## src/rtl/acc_tilt_pkg.sv

```systemverilog
// Shared types, constants and the arctangent table for the tilt angle pipeline.
// No dependencies; every other file of the block imports this package.
package acc_tilt_pkg;

    // Width of one accelerometer axis sample.
    localparam int SAMPLE_W = 16;

    // Bit-serial square root: one result bit per cell over a 64-bit radicand.
    localparam int SQRT_W     = 64;
    localparam int SQRT_STEPS = 32;
    localparam int MAG_W      = 32;

    // CORDIC datapath widths. Roll operands are samples scaled by 2^24, pitch
    // operands are Q16 values; both leave headroom for the CORDIC gain.
    localparam int ROLL_W  = 43;
    localparam int PITCH_W = 36;
    localparam int ANG_W   = 32;

    // Angle unit is 1/65536 centidegree.
    localparam logic signed [ANG_W-1:0] DEG90_UNITS = 32'sd589824000;
    localparam int ANGLE_TABLE_LEN = 24;

    // Output ranges and widths.
    localparam int ROLL_LIMIT  = 18000;
    localparam int PITCH_LIMIT = 9000;
    localparam int ROLL_OUT_W  = 16;
    localparam int PITCH_OUT_W = 15;

    // Axis samples that travel beside the square root cells.
    typedef struct packed {
        logic signed [SAMPLE_W-1:0] x;
        logic signed [SAMPLE_W-1:0] y;
        logic signed [SAMPLE_W-1:0] z;
    } side_t;

    // atan(2^-i) in 1/65536 centidegree, rounded to nearest.
    function automatic logic signed [ANG_W-1:0] atan_units(input int idx);
        logic signed [ANG_W-1:0] val;
        case (idx)
            0:       val = 32'sd294912000;
            1:       val = 32'sd174096719;
            2:       val = 32'sd91987925;
            3:       val = 32'sd46694507;
            4:       val = 32'sd23437865;
            5:       val = 32'sd11730358;
            6:       val = 32'sd5866610;
            7:       val = 32'sd2933484;
            8:       val = 32'sd1466764;
            9:       val = 32'sd733385;
            10:      val = 32'sd366693;
            11:      val = 32'sd183346;
            12:      val = 32'sd91673;
            13:      val = 32'sd45837;
            14:      val = 32'sd22918;
            15:      val = 32'sd11459;
            16:      val = 32'sd5730;
            17:      val = 32'sd2865;
            18:      val = 32'sd1432;
            19:      val = 32'sd716;
            20:      val = 32'sd358;
            21:      val = 32'sd179;
            22:      val = 32'sd90;
            23:      val = 32'sd45;
            default: val = '0;
        endcase
        return val;
    endfunction

endpackage

```

## src/rtl/acc_tilt_sqrt_cell.sv

```systemverilog
// One cell of the bit-serial integer square root chain: settles one result bit.
// Depends on acc_tilt_pkg for widths and the sideband sample type.
module acc_tilt_sqrt_cell
    import acc_tilt_pkg::*;
#(
    parameter int IDX = 0
)
(
    input  logic              clk,
    input  logic              en,
    input  logic [SQRT_W-1:0] rem_in,
    input  logic [SQRT_W-1:0] res_in,
    input  side_t             side_in,
    output logic [SQRT_W-1:0] rem_out,
    output logic [SQRT_W-1:0] res_out,
    output side_t             side_out
);

    localparam logic [SQRT_W-1:0] BIT = SQRT_W'(1) << (SQRT_W - 2 - 2 * IDX);

    logic [SQRT_W-1:0] trial;
    logic [SQRT_W-1:0] rem_next;
    logic [SQRT_W-1:0] res_next;
    logic [SQRT_W-1:0] rem_reg;
    logic [SQRT_W-1:0] res_reg;
    side_t             side_reg;

    // Subtract the trial value when it fits and set this result bit.
    always_comb
    begin
        trial = res_in + BIT;
        if (rem_in >= trial)
        begin
            rem_next = rem_in - trial;
            res_next = (res_in >> 1) + BIT;
        end
        else
        begin
            rem_next = rem_in;
            res_next = res_in >> 1;
        end
    end

    // Payload registers advance with the pipeline.
    always_ff @(posedge clk)
    begin
        if (en)
        begin
            rem_reg  <= rem_next;
            res_reg  <= res_next;
            side_reg <= side_in;
        end
    end

    assign rem_out  = rem_reg;
    assign res_out  = res_reg;
    assign side_out = side_reg;

endmodule

```

## config.mk

```make
export PLATFORM = sky130hd
export DESIGN_NAME = acc_tilt_sqrt_cell
export DESIGN_NICKNAME = d
export VERILOG_FILES = /design/src/rtl/acc_tilt_pkg.sv /design/src/rtl/acc_tilt_sqrt_cell.sv
export SDC_FILE = /design/constraint.sdc
export NUM_CORES = 1
export LEC_CHECK = 0
export BUFFER_PORTS_ARGS = -buffer_cell sky130_fd_sc_hd__buf_4
export CAP_MARGIN = 20
export CORE_ASPECT_RATIO = 1.25
export CORE_UTILIZATION = 30
export DETAILED_ROUTE_END_ITERATION = 7
export GPL_TIMING_DRIVEN = 0
export MAX_ROUTING_LAYER = met4
export SYNTH_ARGS = -nofsm -noshare
export SYNTH_HDL_FRONTEND = slang
export SYNTH_SLANG_ARGS = --single-unit
```

## constraint.sdc

```tcl
create_clock -name clk -period 7.2 [get_ports clk]
set_input_delay 1.44 -clock clk [delete_from_list [all_inputs] [get_ports clk]]
set_output_delay 1.44 -clock clk [all_outputs]
set_load 0.01 [all_outputs]
```

==> results.md, run 1 <==
- Final cell count without fillers: between 1500 and 2000
- Final-report max-slew violation count: 0
- Via count: between 8000 and 9000
- Leakage power figure: 6.18 nW
- Most frequent standard cell in the layout excluding fill and tap cells: sky130_fd_sc_hd__buf_4
- Worst stage delay on the critical path: slightly below 0.8 ns
- Horiz. Die Dim: around 170 um
- Fraction of the yosys area taken by sequential cells: between 50% and 60%
- Vertical die dimension: 207 um
- Cells along the critical path: buf_4, inv_1, ha_1, o211ai_1, a21oi_1, o41ai_1, nand4bb_1, a31oi_1, o21ai_1, a21oi_1, o21ai_0, and4_1, nor3_1
- Global-route wire length before repair: 46.0 mm
- Net total in the final layout: between 1500 and 2000
- Filler instances: approximately 3200
- Buffer depth of the longest clock path: 2
- Dpl cells: about 1700
- Antenna violations before repair: 3
- Synthesis warning total: 0
- Area enclosed by the die boundary: 34200 um^2
- Setup violators final: 0
- Worst path required time: 7.48 ns
- Pre-CTS WS: ~1.5 ns
- Sink count of the clock tree: 176
- Synthesized instance count: 933
- Cell depth of the worst min-delay path: 1
- Number of cells upsized or downsized after cts: 0
- Number of nets produced by synthesis: 1176
- Number of global-route vias before repair: approximately 8400
- Post-CTS repair timing setup buffer count: 0
- Cell chosen for the clock root: sky130_fd_sc_hd__clkbuf_16
- Core Region: approximately 33000 um^2
- Critical path's most frequent cell: sky130_fd_sc_hd__a21oi_1
- Drt first pass iters: 8
- H-tree levels: 4
- Storage cell area: 5290 um^2
- Class of the most critical hold timing path: primary input to flip-flop
- Most used DFF post-synth: sky130_fd_sc_hd__edfxtp_1
- Worst Setup Slack, final: around 2 ns
- Hold path startpoint: side_in[40]
- Mean Syn Cell Area: between 10 and 15 um^2
- Status: finished, violations left
- Total of hold buffers inserted after clock tree synthesis: 0
- Aggregate routed wire length: 30.7 mm
- Post-layout util: between 40 and 50%
- Initial Util: roughly 31%
- Fin area: about 14000 um^2
- Area growth from synthesis to layout: 38.2%
- Standard cell area after detailed placement: roughly 13000 um^2
- Kind of capture point of the worst setup path: flip-flop
- Max Fclk: 0.192 GHz
- Area of the multi-input gates: between 4000 and 5000 um^2
- Setup TNS: 0 ns
- Clk slew on worst S/H paths: approximately 0.080 ns
- Slowest cell on crit path: sky130_fd_sc_hd__o41ai_1
- Post-Syn Area: roughly 10000 um^2
- Final-report hold violation count: 0
- Number of buffers inserted during clock tree synthesis: 17
- Number of enable-type register cells in the synthesized netlist: ~180
- GRT Util Overall: 18.2%
- Setup repair after global routing missed its margin: false
- Remaining global-route overflow: 0
- Flops & latches, synth: between 150 and 200
- Number of port buffers: 353
- Yosys cell types: 58
- Weighted congestion at the end of routability-driven global placement: approximately 0.9
- Clock tree from TritonCTS: yes
- Total of max-cap violations: 0
- Pin count of the biggest net entering global routing: between 100 and 150
- Fraction of final layout cells sized beyond drive strength 1: roughly a third
- Worst-case vdd ir drop: 0.000110 V
- Final critical path time including I/O delays and setup: between 5 and 6 ns
- Post-synthesis async set-or-reset flop share: 0%
- Maximum fanout encountered on the critical timing path: 6
- Post-route clock period utilization: slightly above 70%
- Critical path class: primary input to flip-flop
- Power density over the cells: between 200 and 250 nW/um^2
- Detailed-route DRC error count: 27
- Via-to-Cell Ratio: approximately 4.9
- Endpoint, Worst Hold: side_out[40]
- DR iter-0 viols: 453
- Antenna-violating nets left: 0
- Max-slew headroom at the worst pin: roughly 41%
- Top-Level Pins: roughly 350
- Worst Tran Pin Value: roughly 0.88 ns
- Average detailed-routed wire length per instance: ~18 um
- Worst EP arrival: between 5 and 6 ns
- Failing checks: design-rule violations
- Element type at the critical path start: primary input
- Commonest cells after routing, fill and taps aside: 352 x sky130_fd_sc_hd__buf_4, 176 x sky130_fd_sc_hd__edfxtp_1, 111 x sky130_fd_sc_hd__a21oi_1
- Estimated wirelength of the detail-placed design: around 24 mm
- Site Rows: 74
[power by group]
part | switching, W | internal [W] | leakage, nW | total (W)
Clock | 0.000445 | 0.000558 | 0.300 | 0.00100
Sequential | 0.0000293 | 0.00126 | 1.72 | 0.00129
Combinational | 0.000454 | 0.000383 | 4.16 | 0.000838
Total | 0.000929 | 0.00220 | 6.18 | 0.00313
[cells in the mapped netlist (all sizes together) (7+ instances only)]
cell type  number  area share [%]
edfxtp        176              53
a21oi         111             5.5
nor2           82             3.1
inv            78             2.9
ha             64             8.0
nand2          52             1.9
a21o           49             3.7
o21ai          43             2.1
xnor2          36             3.1
clkbuf         26            0.98
xor2           20             1.7
nand4          18             1.1
mux2           14             1.6
nand3          14            0.70
and3           13            0.81
nor3           12            0.65
buf            11            0.55
o21bai         11            0.82
and2           10            0.62
nor2b          10            0.62
a31oi           7            0.44
o211ai          7            0.52
o21a            7            0.52
[state kept, by name, summed over array words and instances, names as in the netlist]
| register | count |
|---|---|
| rem_out | 64 |
| res_out | 64 |
| side_out | 48 |
[worst max path at each step]
stage          startpoint     endpoint  slack (ns)
2_1_floorplan  res_in[16]  rem_out[60]        2.90
3_3_place_gp    rem_in[0]  rem_out[19]        1.57
3_5_place_dp    rem_in[0]  rem_out[19]        1.55
4_1_cts         rem_in[0]  rem_out[19]        2.05
5_1_grt         rem_in[0]  rem_out[60]        1.76
6_report        res_in[3]  rem_out[60]        1.99
[metal layers]
layer / track usage, % / up-vias / part of all wire [%]
li1: - / 4180 / -
met1: 19.8 / 4008 / 39
met2: 32.3 / 263 / 52
met3: 3.76 / 45 / 5.8
met4: 8.28 / 0 / 2.6
met5: - / - / 0
[metrics by stage]
stage	power [W]	hold slack, ns
after detailed placement	0.00216	1.62
final	0.00313	1.16
after CTS	0.00317	1.12
after floorplan	0.00176	1.54
after global placement	0.00215	1.62
after global routing	0.00328	1.13
[layout make-up]
cell class / instances / area share (%)
antenna: 3 / 0.0540
buffer: 37 / 1.11
clock buffer: 17 / 3.06
clock inverter: 15 / 1.43
inverter: 78 / 2.11
multi-input combinational: 642 / 31.1
sequential: 176 / 38.0
tap: 418 / 3.77
timing repair buffer: 354 / 19.3
[kinds of logic (layout without fill, tap and decap cells)]
group | Yosys count | in the layout | share of synthesized area, %
AOI/OAI and AO/OA | 272 | 272 | 17.0
and+or+nand+nor | 234 | 234 | 11.3
DFF | 176 | 176 | 52.6
buffers and inverters | 115 | 501 | 4.44
adders and majority gates | 65 | 65 | 8.17
xor gates and xnor gates | 56 | 56 | 4.88
muxes | 15 | 15 | 1.67
other | 0 | 3 | 0
[critical path, delay by kind of cell]
kind	cells	cell delay (ns)
AO/OA/AOI/OAI	7	2.72
adder cells (fa/ha/maj)	1	0.36
buffers and inverters	2	0.14
AND/OR/NAND/NOR	3	0.82
Note: power is estimated with default switching activity, not from simulation.
==> inputs of run 2 (changes only) <==
--- a/config.mk
+++ b/config.mk
@@ -5,6 +5,7 @@
 export SDC_FILE = /design/constraint.sdc
 export NUM_CORES = 1
 export LEC_CHECK = 0
+export ABC_AREA = 1
 export BUFFER_PORTS_ARGS = -buffer_cell sky130_fd_sc_hd__buf_4
 export CAP_MARGIN = 20
 export CORE_ASPECT_RATIO = 1.25
==> constraint.sdc (replaced) <==
create_clock -name clk -period 4.2 [get_ports clk]
set_input_delay 0.84 -clock clk [delete_from_list [all_inputs] [get_ports clk]]
set_output_delay 0.84 -clock clk [all_outputs]
set_load 0.01 [all_outputs]
==> results.md, run 2 <==
- Cell chosen for the clock root: sky130_fd_sc_hd__clkbuf_16
- Worst EP arrival: 3.33 ns
- Pin count of the biggest net entering global routing: about 120
- Slowest cell on crit path: sky130_fd_sc_hd__a21oi_1
- Post-synthesis async set-or-reset flop share: 0%
- Worst Setup Slack, final: approximately 1.2 ns
- Dpl cells: between 2000 and 3000
- Initial Util: between 30% and 40%
- Critical Path Source: rem_in[59]
- Cells along the critical path: buf_4, ha_1, a21oi_1, o21ai_0, a21oi_1, nand2_1, nor2_1, nand2_4, inv_4, buf_2, nand2_1, nand2_1
- Area growth from synthesis to layout: 32.4%
- Number of nets produced by synthesis: around 2000
- Horiz. Die Dim: approximately 180 um
- Average detailed-routed wire length per instance: 16.7 um
- Kind of capture point of the worst setup path: flip-flop
- Synthesized instance count: 1760
- Yosys cell types: 29
- Number of enable-type register cells in the synthesized netlist: roughly 180
- Antenna Diode Count: 0
- Antenna-violating nets left: 0
- Element type at the critical path start: primary input
- Setup repair after global routing missed its margin: false
- DR iter-0 viols: roughly 560
- Most frequent standard cell in the layout excluding fill and tap cells: sky130_fd_sc_hd__nand2_1
- Setup TNS: 0 ns
- Detailed-route DRC error count: 0
- Power density over the cells: about 350 nW/um^2
- Cell with the most instances after synthesis: sky130_fd_sc_hd__nand2_1
- H-tree levels: 4
- Filler instances: 4340
- Post-CTS repair timing setup buffer count: 0
- Worst-case vdd ir drop: 0.000276 V
- Worst stage delay on the critical path: about 0.40 ns
- Final-report max-slew violation count: 0
- Worst path required time: between 4 and 5 ns
- Total of hold buffers inserted after clock tree synthesis: 0
- Net total in the final layout: 2376
- Max-slew headroom at the worst pin: between 50% and 60%
- Site Rows: about 80
- Most used DFF post-synth: sky130_fd_sc_hd__edfxtp_1
- Critical path class: primary input to flip-flop
- Setup violators final: 0
- Final cell count without fillers: 2692
- Area enclosed by the die boundary: ~42000 um^2
- Final critical path time including I/O delays and setup: roughly 3 ns
- Commonest cells after routing, fill and taps aside: 762 x sky130_fd_sc_hd__nand2_1, 401 x sky130_fd_sc_hd__inv_1, 353 x sky130_fd_sc_hd__buf_4
- Class of the most critical hold timing path: primary input to flip-flop
- Post-Syn Area: around 12000 um^2
- Buffer depth of the longest clock path: 2
- Max Fclk: approximately 0.33 GHz
- Number of cells upsized or downsized after cts: 0
- Estimated wirelength of the detail-placed design: ~39 mm
- Mean Syn Cell Area: just over 7 um^2
- Drt first pass iters: 6
- Pre-CTS WS: ~0.68 ns
- Final-report hold violation count: 0
- Clk slew on worst S/H paths: around 0.070 ns
- Top cells by count, synth: 762 x sky130_fd_sc_hd__nand2_1, 401 x sky130_fd_sc_hd__inv_1, 176 x sky130_fd_sc_hd__edfxtp_1
- Clock tree from TritonCTS: yes
- Critical path's most frequent cell: sky130_fd_sc_hd__nand2_1
- Sink count of the clock tree: between 150 and 200
- Via-to-Cell Ratio: 4.38
- Total of max-cap violations: 0
- Synthesis warning total: 0
- Hold path startpoint: side_in[12]
- Fraction of the yosys area taken by sequential cells: around 43%
- Remaining global-route overflow: 0
- Top-Level Pins: ~350
- Maximum fanout encountered on the critical timing path: 10
- Global-route wire length before repair: ~66 mm
- Flops & latches, synth: 176
- Top-area cell type share of the netlist area: ~43%
- Leakage power figure: approximately 9.0 nW
- Number of buffers inserted during clock tree synthesis: 17
- Status: finished clean
- Main area contributors after synthesis: sky130_fd_sc_hd__edfxtp_1 43%, sky130_fd_sc_hd__nand2_1 23%, sky130_fd_sc_hd__inv_1 12%, sky130_fd_sc_hd__ha_1 6.5%, sky130_fd_sc_hd__nor2_1 3.4%
- Weighted congestion at the end of routability-driven global placement: approximately 1.0
- Number of port buffers: between 300 and 400
- Antenna violations before repair: 0
- Core Region: a little over 40000 um^2
- Via count: about 12000
- Final hold slack: 0.546 ns
- Fraction of final layout cells sized beyond drive strength 1: approximately 20%
- Vertical die dimension: approximately 230 um
- Post-route clock period utilization: between 70% and 80%
- Library cell with the largest summed area after synthesis: sky130_fd_sc_hd__edfxtp_1
- Aggregate routed wire length: around 45 mm
- GRT Util Overall: roughly 22%
- Worst Tran Pin Value: between 0.7 and 0.8 ns
- Number of global-route vias before repair: between 10000 and 15000
-- run 2: worst paths after layout --
kind / end / cells after the start
setup / recovery: rem_out[16] / 12
hold / removal: side_out[12] / 1
-- run 2: area by class of cell --
cell class,count,area [um^2],share of cell area (%)
inverters,407,1530,9.32
multi-input cells,1164,5480,33.4
repair buffers,354,2690,16.4
well taps,546,683,4.16
plain buffers,13,101,0.617
clock buffers,17,425,2.59
clock inverters,15,229,1.39
flip-flops and latches,176,5290,32.2
-- run 2: power breakdown --
part	total (W)	switching, W	internal, W	leakage, nW
clock network	0.00178	0.000767	0.00102	0.311
registers	0.00222	0.0000537	0.00217	1.72
logic	0.00172	0.00105	0.000673	6.98
total	0.00573	0.00187	0.00386	9.01
-- run 2: logic make-up (layout without fill, tap and decap cells) --
group | after synthesis | count (layout) | share of synthesized area [%]
DFF | 176 | 176 | 42.6
adders and majority gates | 65 | 65 | 6.62
xor gates and xnor gates | 32 | 32 | 2.26
and+or+nand+nor | 1015 | 1015 | 33.2
buffers and inverters | 420 | 806 | 13.2
AOI/OAI and AO/OA | 52 | 52 | 2.13
-- run 2: worst max-delay path: cells and delay by family --
kind	cells	cell delay, ns
AOI/OAI and AO/OA	3	0.88
adders and majority gates	1	0.38
buffers and inverters	3	0.55
and+or+nand+nor	5	0.67
-- run 2: per-stage QoR --
stage               area (um^2)  power [W]  util [%]
CTS                       16400    0.00583      40.6
finish                    16400    0.00573      40.6
global placement          15700    0.00400      38.9
global route              16400    0.00605      40.6
floorplan                 12400    0.00317         -
detailed placement        15800    0.00401      39.0
-- run 2: layer usage --
layer  vias up  share of wire, %  GRT usage, %
li1       6095                 -             -
met1      5290                37          21.7
met2       355                54          42.2
met3        58               5.1          3.80
met4         0               3.7          9.27
met5         -                 0             -
